===== config.mk =====
export PLATFORM = sky130hd
export DESIGN_NAME = sexpr_token_scanner
export DESIGN_NICKNAME = d
export VERILOG_FILES = /design/src/sts_pkg.sv /design/src/sts_front.sv /design/src/sts_queue.sv /design/src/sts_back.sv /design/src/sexpr_token_scanner.sv
export VERILOG_INCLUDE_DIRS = /design/src /design/src/src
export SDC_FILE = /design/constraint.sdc
export NUM_CORES = 1
export LEC_CHECK = 0
export ABC_CLOCK_PERIOD_IN_PS = 10400
export BUFFER_PORTS_ARGS = -buffer_cell sky130_fd_sc_hd__buf_2
export CORE_MARGIN = 4
export CORE_UTILIZATION = 63
export CTS_CLUSTER_DIAMETER = 80
export DETAILED_ROUTE_END_ITERATION = 12
export GPL_TIMING_DRIVEN = 0
export PLACE_DENSITY = 0.79
export SETUP_SLACK_MARGIN = 0.1
export SYNTH_ARGS = -nofsm -noshare
export SYNTH_HDL_FRONTEND = slang
export SYNTH_SLANG_ARGS = --single-unit

===== constraint.sdc =====
create_clock -name clk_i -period 10.4 [get_ports clk_i]
set_input_delay 0.52 -clock clk_i [delete_from_list [all_inputs] [get_ports clk_i]]
set_output_delay 0.52 -clock clk_i [all_outputs]
set_load 0.03 [all_outputs]

===== src/assert_macros.svh =====
// Concurrent assertion macros shared by the scanner modules.
`ifndef ASSERT_MACROS_SVH
`define ASSERT_MACROS_SVH

// Check a property at every rising clock edge outside reset.
`define ASSERT_CLK(lbl, clk, rst_n, prop) \
  lbl: assert property (@(posedge clk) disable iff (!rst_n) prop) \
    else $error("assertion failed");

// Check that a condition never holds outside reset.
`define ASSERT_NEVER(lbl, clk, rst_n, cond) \
  `ASSERT_CLK(lbl, clk, rst_n, !(cond))

`endif


===== src/sts_pkg.sv =====
// Shared types, character codes and helpers of the S-expression token scanner.
package sts_pkg;

  localparam int unsigned POS_BITS_DEF = 16;
  localparam int unsigned QUEUE_DEPTH  = 4;

  localparam logic OP_BYTE = 1'b0;
  localparam logic OP_END  = 1'b1;

  localparam logic [7:0] CH_SEMI   = 8'h3B;
  localparam logic [7:0] CH_HASH   = 8'h23;
  localparam logic [7:0] CH_LPAREN = 8'h28;
  localparam logic [7:0] CH_RPAREN = 8'h29;
  localparam logic [7:0] CH_LBRACK = 8'h5B;
  localparam logic [7:0] CH_RBRACK = 8'h5D;
  localparam logic [7:0] CH_NL     = 8'h0A;
  localparam logic [7:0] CH_T      = 8'h74;
  localparam logic [7:0] CH_F      = 8'h66;
  localparam logic [7:0] CH_MINUS  = 8'h2D;
  localparam logic [7:0] CH_PLUS   = 8'h2B;
  localparam logic [7:0] CH_ZERO   = 8'h30;
  localparam logic [7:0] CH_NINE   = 8'h39;
  localparam logic [7:0] CH_SPACE  = 8'h20;
  localparam logic [7:0] CH_TAB    = 8'h09;
  localparam logic [7:0] CH_VT     = 8'h0B;
  localparam logic [7:0] CH_FF     = 8'h0C;
  localparam logic [7:0] CH_CR     = 8'h0D;

  localparam logic [63:0] LIMIT_POS = 64'h7FFF_FFFF_FFFF_FFFF;
  localparam logic [63:0] LIMIT_NEG = 64'h8000_0000_0000_0000;
  localparam logic [63:0] MAG_GUARD = 64'd922337203685477580;

  typedef enum logic [2:0] {
    KIND_INT    = 3'd0,
    KIND_SYMBOL = 3'd1,
    KIND_BOOL   = 3'd2,
    KIND_LPAREN = 3'd3,
    KIND_RPAREN = 3'd4,
    KIND_END    = 3'd5,
    KIND_ERROR  = 3'd6
  } kind_e;

  typedef enum logic [1:0] {
    ERR_NONE     = 2'd0,
    ERR_BAD_HASH = 2'd1,
    ERR_OVERFLOW = 2'd2,
    ERR_TOO_LONG = 2'd3
  } err_e;

  typedef enum logic [1:0] {
    SIGN_NONE  = 2'd0,
    SIGN_MINUS = 2'd1,
    SIGN_PLUS  = 2'd2
  } sign_e;

  typedef enum logic [4:0] {
    MODE_IDLE    = 5'b00001,
    MODE_WORD    = 5'b00010,
    MODE_COMMENT = 5'b00100,
    MODE_HASH    = 5'b01000,
    MODE_ERROR   = 5'b10000
  } mode_e;

  typedef struct packed {
    kind_e       kind;
    logic [63:0] int_value;
    logic        bool_value;
    logic [15:0] text_start;
    logic [15:0] text_length;
    err_e        error_code;
  } res_t;

  typedef struct packed {
    res_t  first;
    logic  pair;
    kind_e second;
  } rec_t;

  function automatic logic is_space(input logic [7:0] b);
    return (b == CH_SPACE) || (b == CH_TAB) || (b == CH_NL) ||
           (b == CH_VT) || (b == CH_FF) || (b == CH_CR);
  endfunction

  function automatic logic is_word_break(input logic [7:0] b);
    return is_space(b) || (b == CH_LPAREN) || (b == CH_RPAREN) ||
           (b == CH_LBRACK) || (b == CH_RBRACK) || (b == CH_SEMI);
  endfunction

endpackage


===== src/sts_front.sv =====
// Front end: accepts bytes, tracks scan state, builds at most one result record per byte.
`include "assert_macros.svh"

module sts_front #(
  parameter int unsigned POS_BITS = sts_pkg::POS_BITS_DEF
) (
  input  logic                clk_i,
  input  logic                rst_ni,
  input  logic                in_valid_i,
  output logic                in_stall_o,
  input  logic                op_i,
  input  logic [7:0]          byte_req_i,
  output logic                push_o,
  output sts_pkg::rec_t       rec_o,
  input  logic                full_i
);

  sts_pkg::mode_e        mode_q, mode_d;
  logic [POS_BITS-1:0]   pos_q, pos_d;
  logic [POS_BITS-1:0]   ws_q, ws_d;
  logic [POS_BITS-1:0]   wl_q, wl_d;
  sts_pkg::sign_e        sign_q, sign_d;
  logic                  digits_q, digits_d;
  logic                  only_q, only_d;
  logic [63:0]           mag_q, mag_d;
  logic                  big_q, big_d;

  logic                  accept;
  logic [7:0]            b;
  logic                  b_lp, b_rp;
  logic                  in_word;

  logic [POS_BITS-1:0]   base_len;
  sts_pkg::sign_e        base_sign;
  logic                  base_digits, base_only, base_big;
  logic [63:0]           base_mag;

  logic                  a_sign, a_digit, a_num;
  logic [63:0]           mag_x10;
  sts_pkg::sign_e        add_sign;
  logic                  add_digits, add_only, add_big;
  logic [63:0]           add_mag;
  logic [POS_BITS-1:0]   add_len;

  logic                  w_int, w_neg, w_err;
  sts_pkg::res_t         word_res;
  logic [POS_BITS+15:0]  ws_ext, wl_ext;

  assign in_stall_o = full_i;
  assign accept     = in_valid_i && !full_i;
  assign b          = byte_req_i;
  assign b_lp       = (b == sts_pkg::CH_LPAREN) || (b == sts_pkg::CH_LBRACK);
  assign b_rp       = (b == sts_pkg::CH_RPAREN) || (b == sts_pkg::CH_RBRACK);
  assign in_word    = (mode_q == sts_pkg::MODE_WORD);

  assign base_len    = in_word ? wl_q : '0;
  assign base_sign   = in_word ? sign_q : sts_pkg::SIGN_NONE;
  assign base_digits = in_word ? digits_q : 1'b0;
  assign base_only   = in_word ? only_q : 1'b1;
  assign base_mag    = in_word ? mag_q : '0;
  assign base_big    = in_word ? big_q : 1'b0;

  assign a_sign  = (base_len == '0) &&
                   ((b == sts_pkg::CH_MINUS) || (b == sts_pkg::CH_PLUS));
  assign a_digit = (b >= sts_pkg::CH_ZERO) && (b <= sts_pkg::CH_NINE);
  assign a_num   = !a_sign && a_digit;
  assign mag_x10 = (base_mag << 3) + (base_mag << 1) + {60'd0, b[3:0]};

  always_comb begin
    add_sign   = base_sign;
    add_digits = base_digits | a_num;
    add_only   = base_only & (a_sign | a_digit);
    add_mag    = base_mag;
    add_big    = base_big;
    add_len    = base_len + 1'b1;
    if (a_sign) begin
      add_sign = (b == sts_pkg::CH_MINUS) ? sts_pkg::SIGN_MINUS : sts_pkg::SIGN_PLUS;
    end
    if (a_num && !base_big) begin
      if (base_mag > sts_pkg::MAG_GUARD) begin
        add_big = 1'b1;
      end else if (mag_x10 > sts_pkg::LIMIT_NEG) begin
        add_big = 1'b1;
      end else begin
        add_mag = mag_x10;
      end
    end
  end

  assign ws_ext = {16'd0, ws_q};
  assign wl_ext = {16'd0, wl_q};
  assign w_int  = only_q && digits_q;
  assign w_neg  = (sign_q == sts_pkg::SIGN_MINUS);
  assign w_err  = w_int && (big_q || (w_neg ? (mag_q > sts_pkg::LIMIT_NEG)
                                            : (mag_q > sts_pkg::LIMIT_POS)));

  always_comb begin
    word_res = '0;
    if (!w_int) begin
      word_res.kind        = sts_pkg::KIND_SYMBOL;
      word_res.text_start  = ws_ext[15:0];
      word_res.text_length = wl_ext[15:0];
    end else if (w_err) begin
      word_res.kind       = sts_pkg::KIND_ERROR;
      word_res.error_code = sts_pkg::ERR_OVERFLOW;
    end else begin
      word_res.kind      = sts_pkg::KIND_INT;
      word_res.int_value = w_neg ? (64'd0 - mag_q) : mag_q;
    end
  end

  always_comb begin
    mode_d   = mode_q;
    pos_d    = pos_q;
    ws_d     = ws_q;
    wl_d     = wl_q;
    sign_d   = sign_q;
    digits_d = digits_q;
    only_d   = only_q;
    mag_d    = mag_q;
    big_d    = big_q;
    push_o   = 1'b0;
    rec_o    = '0;
    if (accept) begin
      if (op_i == sts_pkg::OP_END) begin
        push_o = 1'b1;
        case (mode_q)
          sts_pkg::MODE_WORD: begin
            rec_o.first  = word_res;
            rec_o.pair   = 1'b1;
            rec_o.second = sts_pkg::KIND_END;
          end
          sts_pkg::MODE_HASH: begin
            rec_o.first.kind       = sts_pkg::KIND_ERROR;
            rec_o.first.error_code = sts_pkg::ERR_BAD_HASH;
            rec_o.pair             = 1'b1;
            rec_o.second           = sts_pkg::KIND_END;
          end
          default: begin
            rec_o.first.kind = sts_pkg::KIND_END;
          end
        endcase
        mode_d   = sts_pkg::MODE_IDLE;
        pos_d    = '0;
        ws_d     = '0;
        wl_d     = '0;
        sign_d   = sts_pkg::SIGN_NONE;
        digits_d = 1'b0;
        only_d   = 1'b1;
        mag_d    = '0;
        big_d    = 1'b0;
      end else if (mode_q != sts_pkg::MODE_ERROR) begin
        if (&pos_q) begin
          push_o                 = 1'b1;
          rec_o.first.kind       = sts_pkg::KIND_ERROR;
          rec_o.first.error_code = sts_pkg::ERR_TOO_LONG;
          mode_d   = sts_pkg::MODE_ERROR;
          ws_d     = '0;
          wl_d     = '0;
          sign_d   = sts_pkg::SIGN_NONE;
          digits_d = 1'b0;
          only_d   = 1'b1;
          mag_d    = '0;
          big_d    = 1'b0;
        end else begin
          pos_d = pos_q + 1'b1;
          case (mode_q)
            sts_pkg::MODE_COMMENT: begin
              if (b == sts_pkg::CH_NL) begin
                mode_d = sts_pkg::MODE_IDLE;
              end
            end
            sts_pkg::MODE_HASH: begin
              push_o = 1'b1;
              if ((b == sts_pkg::CH_T) || (b == sts_pkg::CH_F)) begin
                rec_o.first.kind       = sts_pkg::KIND_BOOL;
                rec_o.first.bool_value = (b == sts_pkg::CH_T);
                mode_d                 = sts_pkg::MODE_IDLE;
              end else begin
                rec_o.first.kind       = sts_pkg::KIND_ERROR;
                rec_o.first.error_code = sts_pkg::ERR_BAD_HASH;
                mode_d                 = sts_pkg::MODE_ERROR;
              end
            end
            sts_pkg::MODE_WORD: begin
              if (sts_pkg::is_word_break(b)) begin
                push_o      = 1'b1;
                rec_o.first = word_res;
                ws_d     = '0;
                wl_d     = '0;
                sign_d   = sts_pkg::SIGN_NONE;
                digits_d = 1'b0;
                only_d   = 1'b1;
                mag_d    = '0;
                big_d    = 1'b0;
                if (w_err) begin
                  mode_d = sts_pkg::MODE_ERROR;
                end else if (b == sts_pkg::CH_SEMI) begin
                  mode_d = sts_pkg::MODE_COMMENT;
                end else begin
                  mode_d = sts_pkg::MODE_IDLE;
                  if (b_lp) begin
                    rec_o.pair   = 1'b1;
                    rec_o.second = sts_pkg::KIND_LPAREN;
                  end else if (b_rp) begin
                    rec_o.pair   = 1'b1;
                    rec_o.second = sts_pkg::KIND_RPAREN;
                  end
                end
              end else begin
                wl_d     = add_len;
                sign_d   = add_sign;
                digits_d = add_digits;
                only_d   = add_only;
                mag_d    = add_mag;
                big_d    = add_big;
              end
            end
            sts_pkg::MODE_IDLE: begin
              if (sts_pkg::is_space(b)) begin
                mode_d = sts_pkg::MODE_IDLE;
              end else if (b == sts_pkg::CH_SEMI) begin
                mode_d = sts_pkg::MODE_COMMENT;
              end else if (b_lp) begin
                push_o           = 1'b1;
                rec_o.first.kind = sts_pkg::KIND_LPAREN;
              end else if (b_rp) begin
                push_o           = 1'b1;
                rec_o.first.kind = sts_pkg::KIND_RPAREN;
              end else if (b == sts_pkg::CH_HASH) begin
                mode_d = sts_pkg::MODE_HASH;
              end else begin
                mode_d   = sts_pkg::MODE_WORD;
                ws_d     = pos_q;
                wl_d     = add_len;
                sign_d   = add_sign;
                digits_d = add_digits;
                only_d   = add_only;
                mag_d    = add_mag;
                big_d    = add_big;
              end
            end
            default: begin
              mode_d = mode_q;
            end
          endcase
        end
      end
    end
  end

  always_ff @(posedge clk_i or negedge rst_ni) begin
    if (!rst_ni) begin
      mode_q   <= sts_pkg::MODE_IDLE;
      pos_q    <= '0;
      ws_q     <= '0;
      wl_q     <= '0;
      sign_q   <= sts_pkg::SIGN_NONE;
      digits_q <= 1'b0;
      only_q   <= 1'b1;
      mag_q    <= '0;
      big_q    <= 1'b0;
    end else begin
      mode_q   <= mode_d;
      pos_q    <= pos_d;
      ws_q     <= ws_d;
      wl_q     <= wl_d;
      sign_q   <= sign_d;
      digits_q <= digits_d;
      only_q   <= only_d;
      mag_q    <= mag_d;
      big_q    <= big_d;
    end
  end

  `ASSERT_CLK(a_front_word_len, clk_i, rst_ni, (mode_q != sts_pkg::MODE_WORD) |-> (wl_q == '0))
  `ASSERT_CLK(a_front_err_drop, clk_i, rst_ni, ((mode_q == sts_pkg::MODE_ERROR) && (op_i == sts_pkg::OP_BYTE)) |-> !push_o)

endmodule


===== src/sts_queue.sv =====
// Short record queue between the front end and the result serializer.
`include "assert_macros.svh"

module sts_queue (
  input  logic          clk_i,
  input  logic          rst_ni,
  input  logic          push_i,
  input  sts_pkg::rec_t rec_i,
  output logic          full_o,
  input  logic          pop_i,
  output sts_pkg::rec_t head_o,
  output logic          empty_o
);

  localparam int unsigned QD  = sts_pkg::QUEUE_DEPTH;
  localparam int unsigned QAW = (QD > 1) ? $clog2(QD) : 1;
  localparam int unsigned QCW = $clog2(QD + 1);

  sts_pkg::rec_t   mem_q [QD];
  logic [QAW-1:0]  wr_q, wr_d;
  logic [QAW-1:0]  rd_q, rd_d;
  logic [QCW-1:0]  cnt_q, cnt_d;

  assign full_o  = (cnt_q == QCW'(QD));
  assign empty_o = (cnt_q == '0);
  assign head_o  = mem_q[rd_q];

  always_comb begin
    wr_d  = wr_q;
    rd_d  = rd_q;
    cnt_d = cnt_q;
    if (push_i) begin
      wr_d = (wr_q == QAW'(QD - 1)) ? '0 : wr_q + 1'b1;
    end
    if (pop_i) begin
      rd_d = (rd_q == QAW'(QD - 1)) ? '0 : rd_q + 1'b1;
    end
    if (push_i && !pop_i) begin
      cnt_d = cnt_q + 1'b1;
    end else if (pop_i && !push_i) begin
      cnt_d = cnt_q - 1'b1;
    end
  end

  always_ff @(posedge clk_i) begin
    if (push_i) begin
      mem_q[wr_q] <= rec_i;
    end
  end

  always_ff @(posedge clk_i or negedge rst_ni) begin
    if (!rst_ni) begin
      wr_q  <= '0;
      rd_q  <= '0;
      cnt_q <= '0;
    end else begin
      wr_q  <= wr_d;
      rd_q  <= rd_d;
      cnt_q <= cnt_d;
    end
  end

  `ASSERT_NEVER(a_queue_no_overflow, clk_i, rst_ni, push_i && full_o)
  `ASSERT_NEVER(a_queue_no_underflow, clk_i, rst_ni, pop_i && empty_o)

endmodule


===== src/sts_back.sv =====
// Back end: serializes queued records into output beats through an output register.
`include "assert_macros.svh"

module sts_back (
  input  logic               clk_i,
  input  logic               rst_ni,
  input  sts_pkg::rec_t      head_i,
  input  logic               empty_i,
  output logic               pop_o,
  output logic               out_valid_o,
  input  logic               out_stall_i,
  output logic [2:0]         kind_o,
  output logic signed [63:0] int_value_o,
  output logic               bool_value_o,
  output logic [15:0]        text_start_o,
  output logic [15:0]        text_length_o,
  output logic [1:0]         error_code_o,
  output logic               last_of_run_o
);

  sts_pkg::res_t out_q, out_d;
  logic          last_q, last_d;
  logic          valid_q, valid_d;
  logic          pair_q, pair_d;
  logic          load;

  assign load = !valid_q || !out_stall_i;

  always_comb begin
    out_d   = out_q;
    last_d  = last_q;
    valid_d = valid_q;
    pair_d  = pair_q;
    pop_o   = 1'b0;
    if (load) begin
      if (pair_q) begin
        out_d      = '0;
        out_d.kind = head_i.second;
        last_d     = 1'b1;
        valid_d    = 1'b1;
        pair_d     = 1'b0;
        pop_o      = 1'b1;
      end else if (!empty_i) begin
        out_d   = head_i.first;
        last_d  = !head_i.pair;
        valid_d = 1'b1;
        pair_d  = head_i.pair;
        pop_o   = !head_i.pair;
      end else begin
        valid_d = 1'b0;
      end
    end
  end

  always_ff @(posedge clk_i) begin
    out_q  <= out_d;
    last_q <= last_d;
  end

  always_ff @(posedge clk_i or negedge rst_ni) begin
    if (!rst_ni) begin
      valid_q <= 1'b0;
      pair_q  <= 1'b0;
    end else begin
      valid_q <= valid_d;
      pair_q  <= pair_d;
    end
  end

  assign out_valid_o   = valid_q;
  assign kind_o        = out_q.kind;
  assign int_value_o   = $signed(out_q.int_value);
  assign bool_value_o  = out_q.bool_value;
  assign text_start_o  = out_q.text_start;
  assign text_length_o = out_q.text_length;
  assign error_code_o  = out_q.error_code;
  assign last_of_run_o = last_q;

  `ASSERT_CLK(a_back_pair_holds_first, clk_i, rst_ni, pair_q |-> (valid_q && !last_q))
  `ASSERT_CLK(a_back_second_last, clk_i, rst_ni, (load && pair_q) |=> (valid_q && last_q))

endmodule


===== src/sexpr_token_scanner.sv =====
// An accepted byte's results pass through the record queue and then the output register.
// Throughput: one byte per cycle unless the queue is full; two results leave as two beats.
// The single output register gives one result beat per cycle while out_stall_i is low.
// A four-record queue lets the byte side run ahead while the result side stalls.
// Reset (rst_ni low, asynchronous) returns to idle scan, position zero, queue empty.
// Top level of the S-expression token scanner.
module sexpr_token_scanner #(
  parameter int unsigned POS_BITS = sts_pkg::POS_BITS_DEF
) (
  input  logic               clk_i,
  input  logic               rst_ni,
  input  logic               in_valid_i,
  output logic               in_stall_o,
  input  logic               op_i,
  input  logic [7:0]         byte_req_i,
  output logic               out_valid_o,
  input  logic               out_stall_i,
  output logic [2:0]         kind_o,
  output logic signed [63:0] int_value_o,
  output logic               bool_value_o,
  output logic [15:0]        text_start_o,
  output logic [15:0]        text_length_o,
  output logic [1:0]         error_code_o,
  output logic               last_of_run_o
);

  logic          push;
  logic          full;
  logic          pop;
  logic          empty;
  sts_pkg::rec_t rec;
  sts_pkg::rec_t head;

  sts_front #(
    .POS_BITS (POS_BITS)
  ) u_front (
    .clk_i      (clk_i),
    .rst_ni     (rst_ni),
    .in_valid_i (in_valid_i),
    .in_stall_o (in_stall_o),
    .op_i       (op_i),
    .byte_req_i (byte_req_i),
    .push_o     (push),
    .rec_o      (rec),
    .full_i     (full)
  );

  sts_queue u_queue (
    .clk_i   (clk_i),
    .rst_ni  (rst_ni),
    .push_i  (push),
    .rec_i   (rec),
    .full_o  (full),
    .pop_i   (pop),
    .head_o  (head),
    .empty_o (empty)
  );

  sts_back u_back (
    .clk_i         (clk_i),
    .rst_ni        (rst_ni),
    .head_i        (head),
    .empty_i       (empty),
    .pop_o         (pop),
    .out_valid_o   (out_valid_o),
    .out_stall_i   (out_stall_i),
    .kind_o        (kind_o),
    .int_value_o   (int_value_o),
    .bool_value_o  (bool_value_o),
    .text_start_o  (text_start_o),
    .text_length_o (text_length_o),
    .error_code_o  (error_code_o),
    .last_of_run_o (last_of_run_o)
  );

endmodule


==> impl.org <==
** STA
- Final Critical Period :: just under 9 ns
- Share of the clock period used by the worst path :: about 83%
- Summed over all failing endpoints, the final setup total negative slack is 0 ns.
- For the pin with the worst max-slew slack, the measured transition is about 1.1 ns.
- Worst relative slew slack :: between 20% and 30%
- Based on the critical path, the design can be clocked at up to around 120 MHz.
- Setup violations remaining at the end of the flow were counted as 0.
- Setup repair after global routing left no endpoint under its margin.
- The number of pins with negative max-slew slack in the final report was 0.
- The worst path meets setup with between 1.5 and 2 ns of slack.
- Worst clock skew :: 0.03064 ns
- Total count of hold-check failures in the final report :: 0

** Place
- Worst setup slack after placement :: around 1.9 ns
- Routability cong. :: ~1
- Count of buffers inserted at the top-level ports :: ~110
- The HPWL after detailed placement is roughly 66 mm.
- Number of instances in the placed design :: around 3500

** Drt
- For this block, the routed nets add up to 91.19 mm of wire.
- The final route contains around 24000 vias.
- Highest metal layer with signal wires :: met5
- Summed over all nets, wire length on met3 after detailed routing comes to 6.312 mm.
- Once detail routing completed, the nets flagged for antenna violations numbered 0.
- Number of detailed-routing iterations run before antenna repair :: 6
- Met2 WL post-DR :: 44.51 mm
- Drt drc :: 0
- In the final routed layout, each cell accounts on average for roughly 25 microns.
- After detailed routing, the wire length on met1 is 36.40 mm.
- For this block, the initial DRC count from the detailed router was 2698.
- In the routed layout, each cell is associated on average with a via count of between 6 and 7.

** Logic synthesis
- In this run the cell area of the synthesized design comes to ~34000 sq um.
- Proportion of netlist area held by the largest area contributor :: 47.15%
- During synthesis, Yosys emitted a total of 0 warnings.
- EDFF count, synth :: about 530
- Number of standard cells after synthesis :: 2666
- Cell type with the highest aggregate area in the netlist :: edfxtp_1
- Async set-reset flop share out of synthesis :: roughly 20%
- Dividing the synthesized area by the synthesized cell count gives 12.59 sq um.
- Ranking of synthesized cells by area :: edfxtp_1 (47%), dfrtp_1 (9.6%), mux4_2 (7.1%)
- Cell with the most instances after synthesis :: edfxtp_1
- Most common flop cell mapped by yosys :: edfxtp_1
- In this run, distinct cell masters in the synthesized netlist total 89.
- In the synthesized netlist, the cells that appear most often are edfxtp_1 (527), nand2_1 (208), nor2_1 (188), a21oi_1 (134), ha_1 (132).
- Sequential element share of the synthesized area :: between 50% and 60%
- Counting every net in the synthesized netlist gives around 2800.
- The synthesized design contains between 600 and 700 register bits.

** Critical path
- Worst Setup Start Kind :: flop
- Classification of the worst setup path :: reg -> reg
- Worst path arrival time :: 9.12 ns
- Worst-case register-to-register setup slack :: between 1.5 and 2 ns
- Worst Setup End Kind :: flop
- Worst path required time :: around 11 ns
- Maximum fanout count along the critical path :: 10

** GRT
- Total congestion overflow after global routing :: 0
- The initial antenna violation count was 2.
- First-pass GRT wire length :: between 100 and 150 mm
- In the global route stage, overall resource usage came out at between 30% and 40%.
- The number of global-route vias before repair is about 24000.
- Entering global routing, the biggest net connects 79 pins.

** Cells and area
- Final standard cell utilization of the core :: around 71%
- Cells with a size suffix above 1 make up 14.29% of the layout.
- Fillers :: around 3500
- For this run, the post-layout net count is roughly 3000.
- From synthesis to final layout, the design area changed by 11.93%.
- Non-filler instance count after layout :: about 3600

** Floorplan
- For this design the top-level I/O count stands at approximately 120.
- Die H :: 238.8 microns
- The floorplan step defined a die boundary enclosing approximately 57000 sq um.
- Number of placement rows :: 84
- CORE AREA :: 52660 sq um
- Die width :: between 200 and 250 microns
- The initial utilization of the core area, before any placement, comes to 63.75%.

** Clocking
- H-Tree Level Count :: 3
- Number of buffers inserted for hold repair after clock tree synthesis :: 1
- CTS-repair resized insts :: 0
- For the worst-skew pair, the clock arrives at the later sink with an insertion delay of roughly 0.6 ns.
- Counting the buffers created by CTS gives a little under 70.
- The tree is rooted in a clkbuf_16.
- TritonCTS built the clock tree.
- Clock Tree Buf Depth :: 3
- For this design, the sink count on the clock tree is roughly 660.
- Post-CTS timing repair inserted 0 buffers for setup.
- Clock slew at reported path FFs :: ~0.060 ns

** Min path
- The min-delay analysis places its worst path in the category in -> reg.

** Power and ir drop
- For this design the static power due to leakage is 13.96 nW.
- IR analysis of the VDD net gives a maximum drop of approximately 0.13 mV.
- Total power per unit cell area :: between 200 and 250 nW/um^2

** Run status
- The run finished with clean final reports.

** Job
- Across the run, the number of max-cap violations was 0.
==> final cells by class <==
cell class | count | area (sq um) | area share (%)
well taps | 688 | 860.8 | 2.291
clock inverters | 35 | 316.6 | 0.8426
plain buffers | 153 | 674.4 | 1.795
inverters | 41 | 153.9 | 0.4096
repair buffers | 127 | 887.1 | 2.361
clock buffers | 90 | 1911 | 5.085
diodes | 3 | 7.507 | 0.01998
multi-input cells | 1814 | 13650 | 36.34
flip-flops and latches | 658 | 19110 | 50.85
==> metrics by stage <==
| stage | hold slack, ns | instance area [sq um] | power, mW |
|---|---|---|---|
| detailed placement | 0.4672 | 35320 | 5.779 |
| finish | 0.2476 | 37570 | 8.146 |
| floorplan | 0.2244 | 33570 | 5.079 |
| global route | 0.2372 | 37560 | 8.469 |
| global placement | 0.4540 | 34990 | 5.720 |
| CTS | 0.2134 | 37560 | 8.196 |
==> kinds of logic (layout without fill, tap and decap cells) <==
family / after synthesis / after routing / synth area share (%)
simple gates: 911 / 911 / 14.44
xor+xnor: 124 / 124 / 3.236
fa+ha+maj: 134 / 134 / 5.040
compound gates: 524 / 524 / 10.30
mux: 121 / 121 / 7.601
flops: 658 / 658 / 56.92
other cells: 0 / 3 / 0
buf+inv: 194 / 446 / 2.468
==> power by group <==
group	switching, mW	total (mW)	internal, mW
clock network	1.00	2.40	1.40
logic	1.43	2.24	0.808
registers	0.143	3.51	3.36
total	2.57	8.15	5.57
==> layout by cell type (no fill, tap or decap), types with 12 or more instances in the layout <==
cell	n
nor2_1	188
or4_1	13
dfrtp_1	129
and3_1	16
ha_1	132
nand2b_1	16
o21ai_0	131
edfxtp_1	527
xor2_1	68
o2bb2ai_1	13
clkbuf_16	73
a22o_1	53
and2_1	99
a32o_1	15
nor4_1	24
inv_1	41
a211oi_1	16
or2_2	12
buf_2	122
nor2b_1	106
o211ai_1	18
nor3_1	38
o31ai_1	17
nand3_1	40
mux4_2	106
a21oi_1	133
clkbuf_1	134
nor2_4	12
a21o_1	13
nand4_1	65
nand2_1	208
buf_1	12
or3_1	21
and4_1	15
xnor2_1	56
a31oi_1	20
o21a_1	13
==> state kept, by name, summed over array words and instances (netlist names), 16 cells and up <==
signal	flops
u_front.mag_q	64
u_front.wl_q	16
u_front.ws_q	16
u_queue.mem_q	424
u_back.text_length_o	16
u_front.pos_q	16
u_back.text_start_o	16
u_back.int_value_o	64
==> path summary, 6_finish.rpt <==
path	startpoint	endpoint	cells past startpoint
max	u_front.mode_q[0]	u_front.mag_q[55]	24
min	out_stall_i	u_back.out_valid_o	3
max reg2reg	u_front.mode_q[0]	u_front.mag_q[55]	24
min reg2reg	u_front.ws_q[8]	u_front.ws_q[8]	2
max in group asynchronous	rst_ni	u_front.mag_q[34]	3
min in group asynchronous	rst_ni	u_front.wl_q[7]	2
==> layer usage <==
metal | global-route usage, % | vias to the layer above
li1 | - | 10570
met1 | 43.43 | 11750
met2 | 52.76 | 1127
met3 | 3.899 | 240
met4 | 12.84 | 4
met5 | 0 | -
==> worst max-delay path: stages (launching register included) <==
cell,delay [ns]
dfstp_2,0.41
or3_4,0.44
nor2_4,0.22
buf_2,0.36
clkbuf_1,0.53
clkbuf_1,0.77
clkbuf_1,0.39
and2_1,0.25
ha_1,0.25
ha_1,0.27
clkbuf_1,0.27
nand2_1,0.22
nor4_2,0.76
a22o_1,0.43
a21o_1,0.19
a221oi_1,0.12
a211oi_1,0.42
o2111ai_1,0.25
nor4_1,0.53
nand4bb_1,0.26
and4bb_2,0.46
o31ai_2,0.16
buf_6,0.26
buf_6,0.15
o2bb2ai_1,0.13
(Power assumes the default switching activity.)
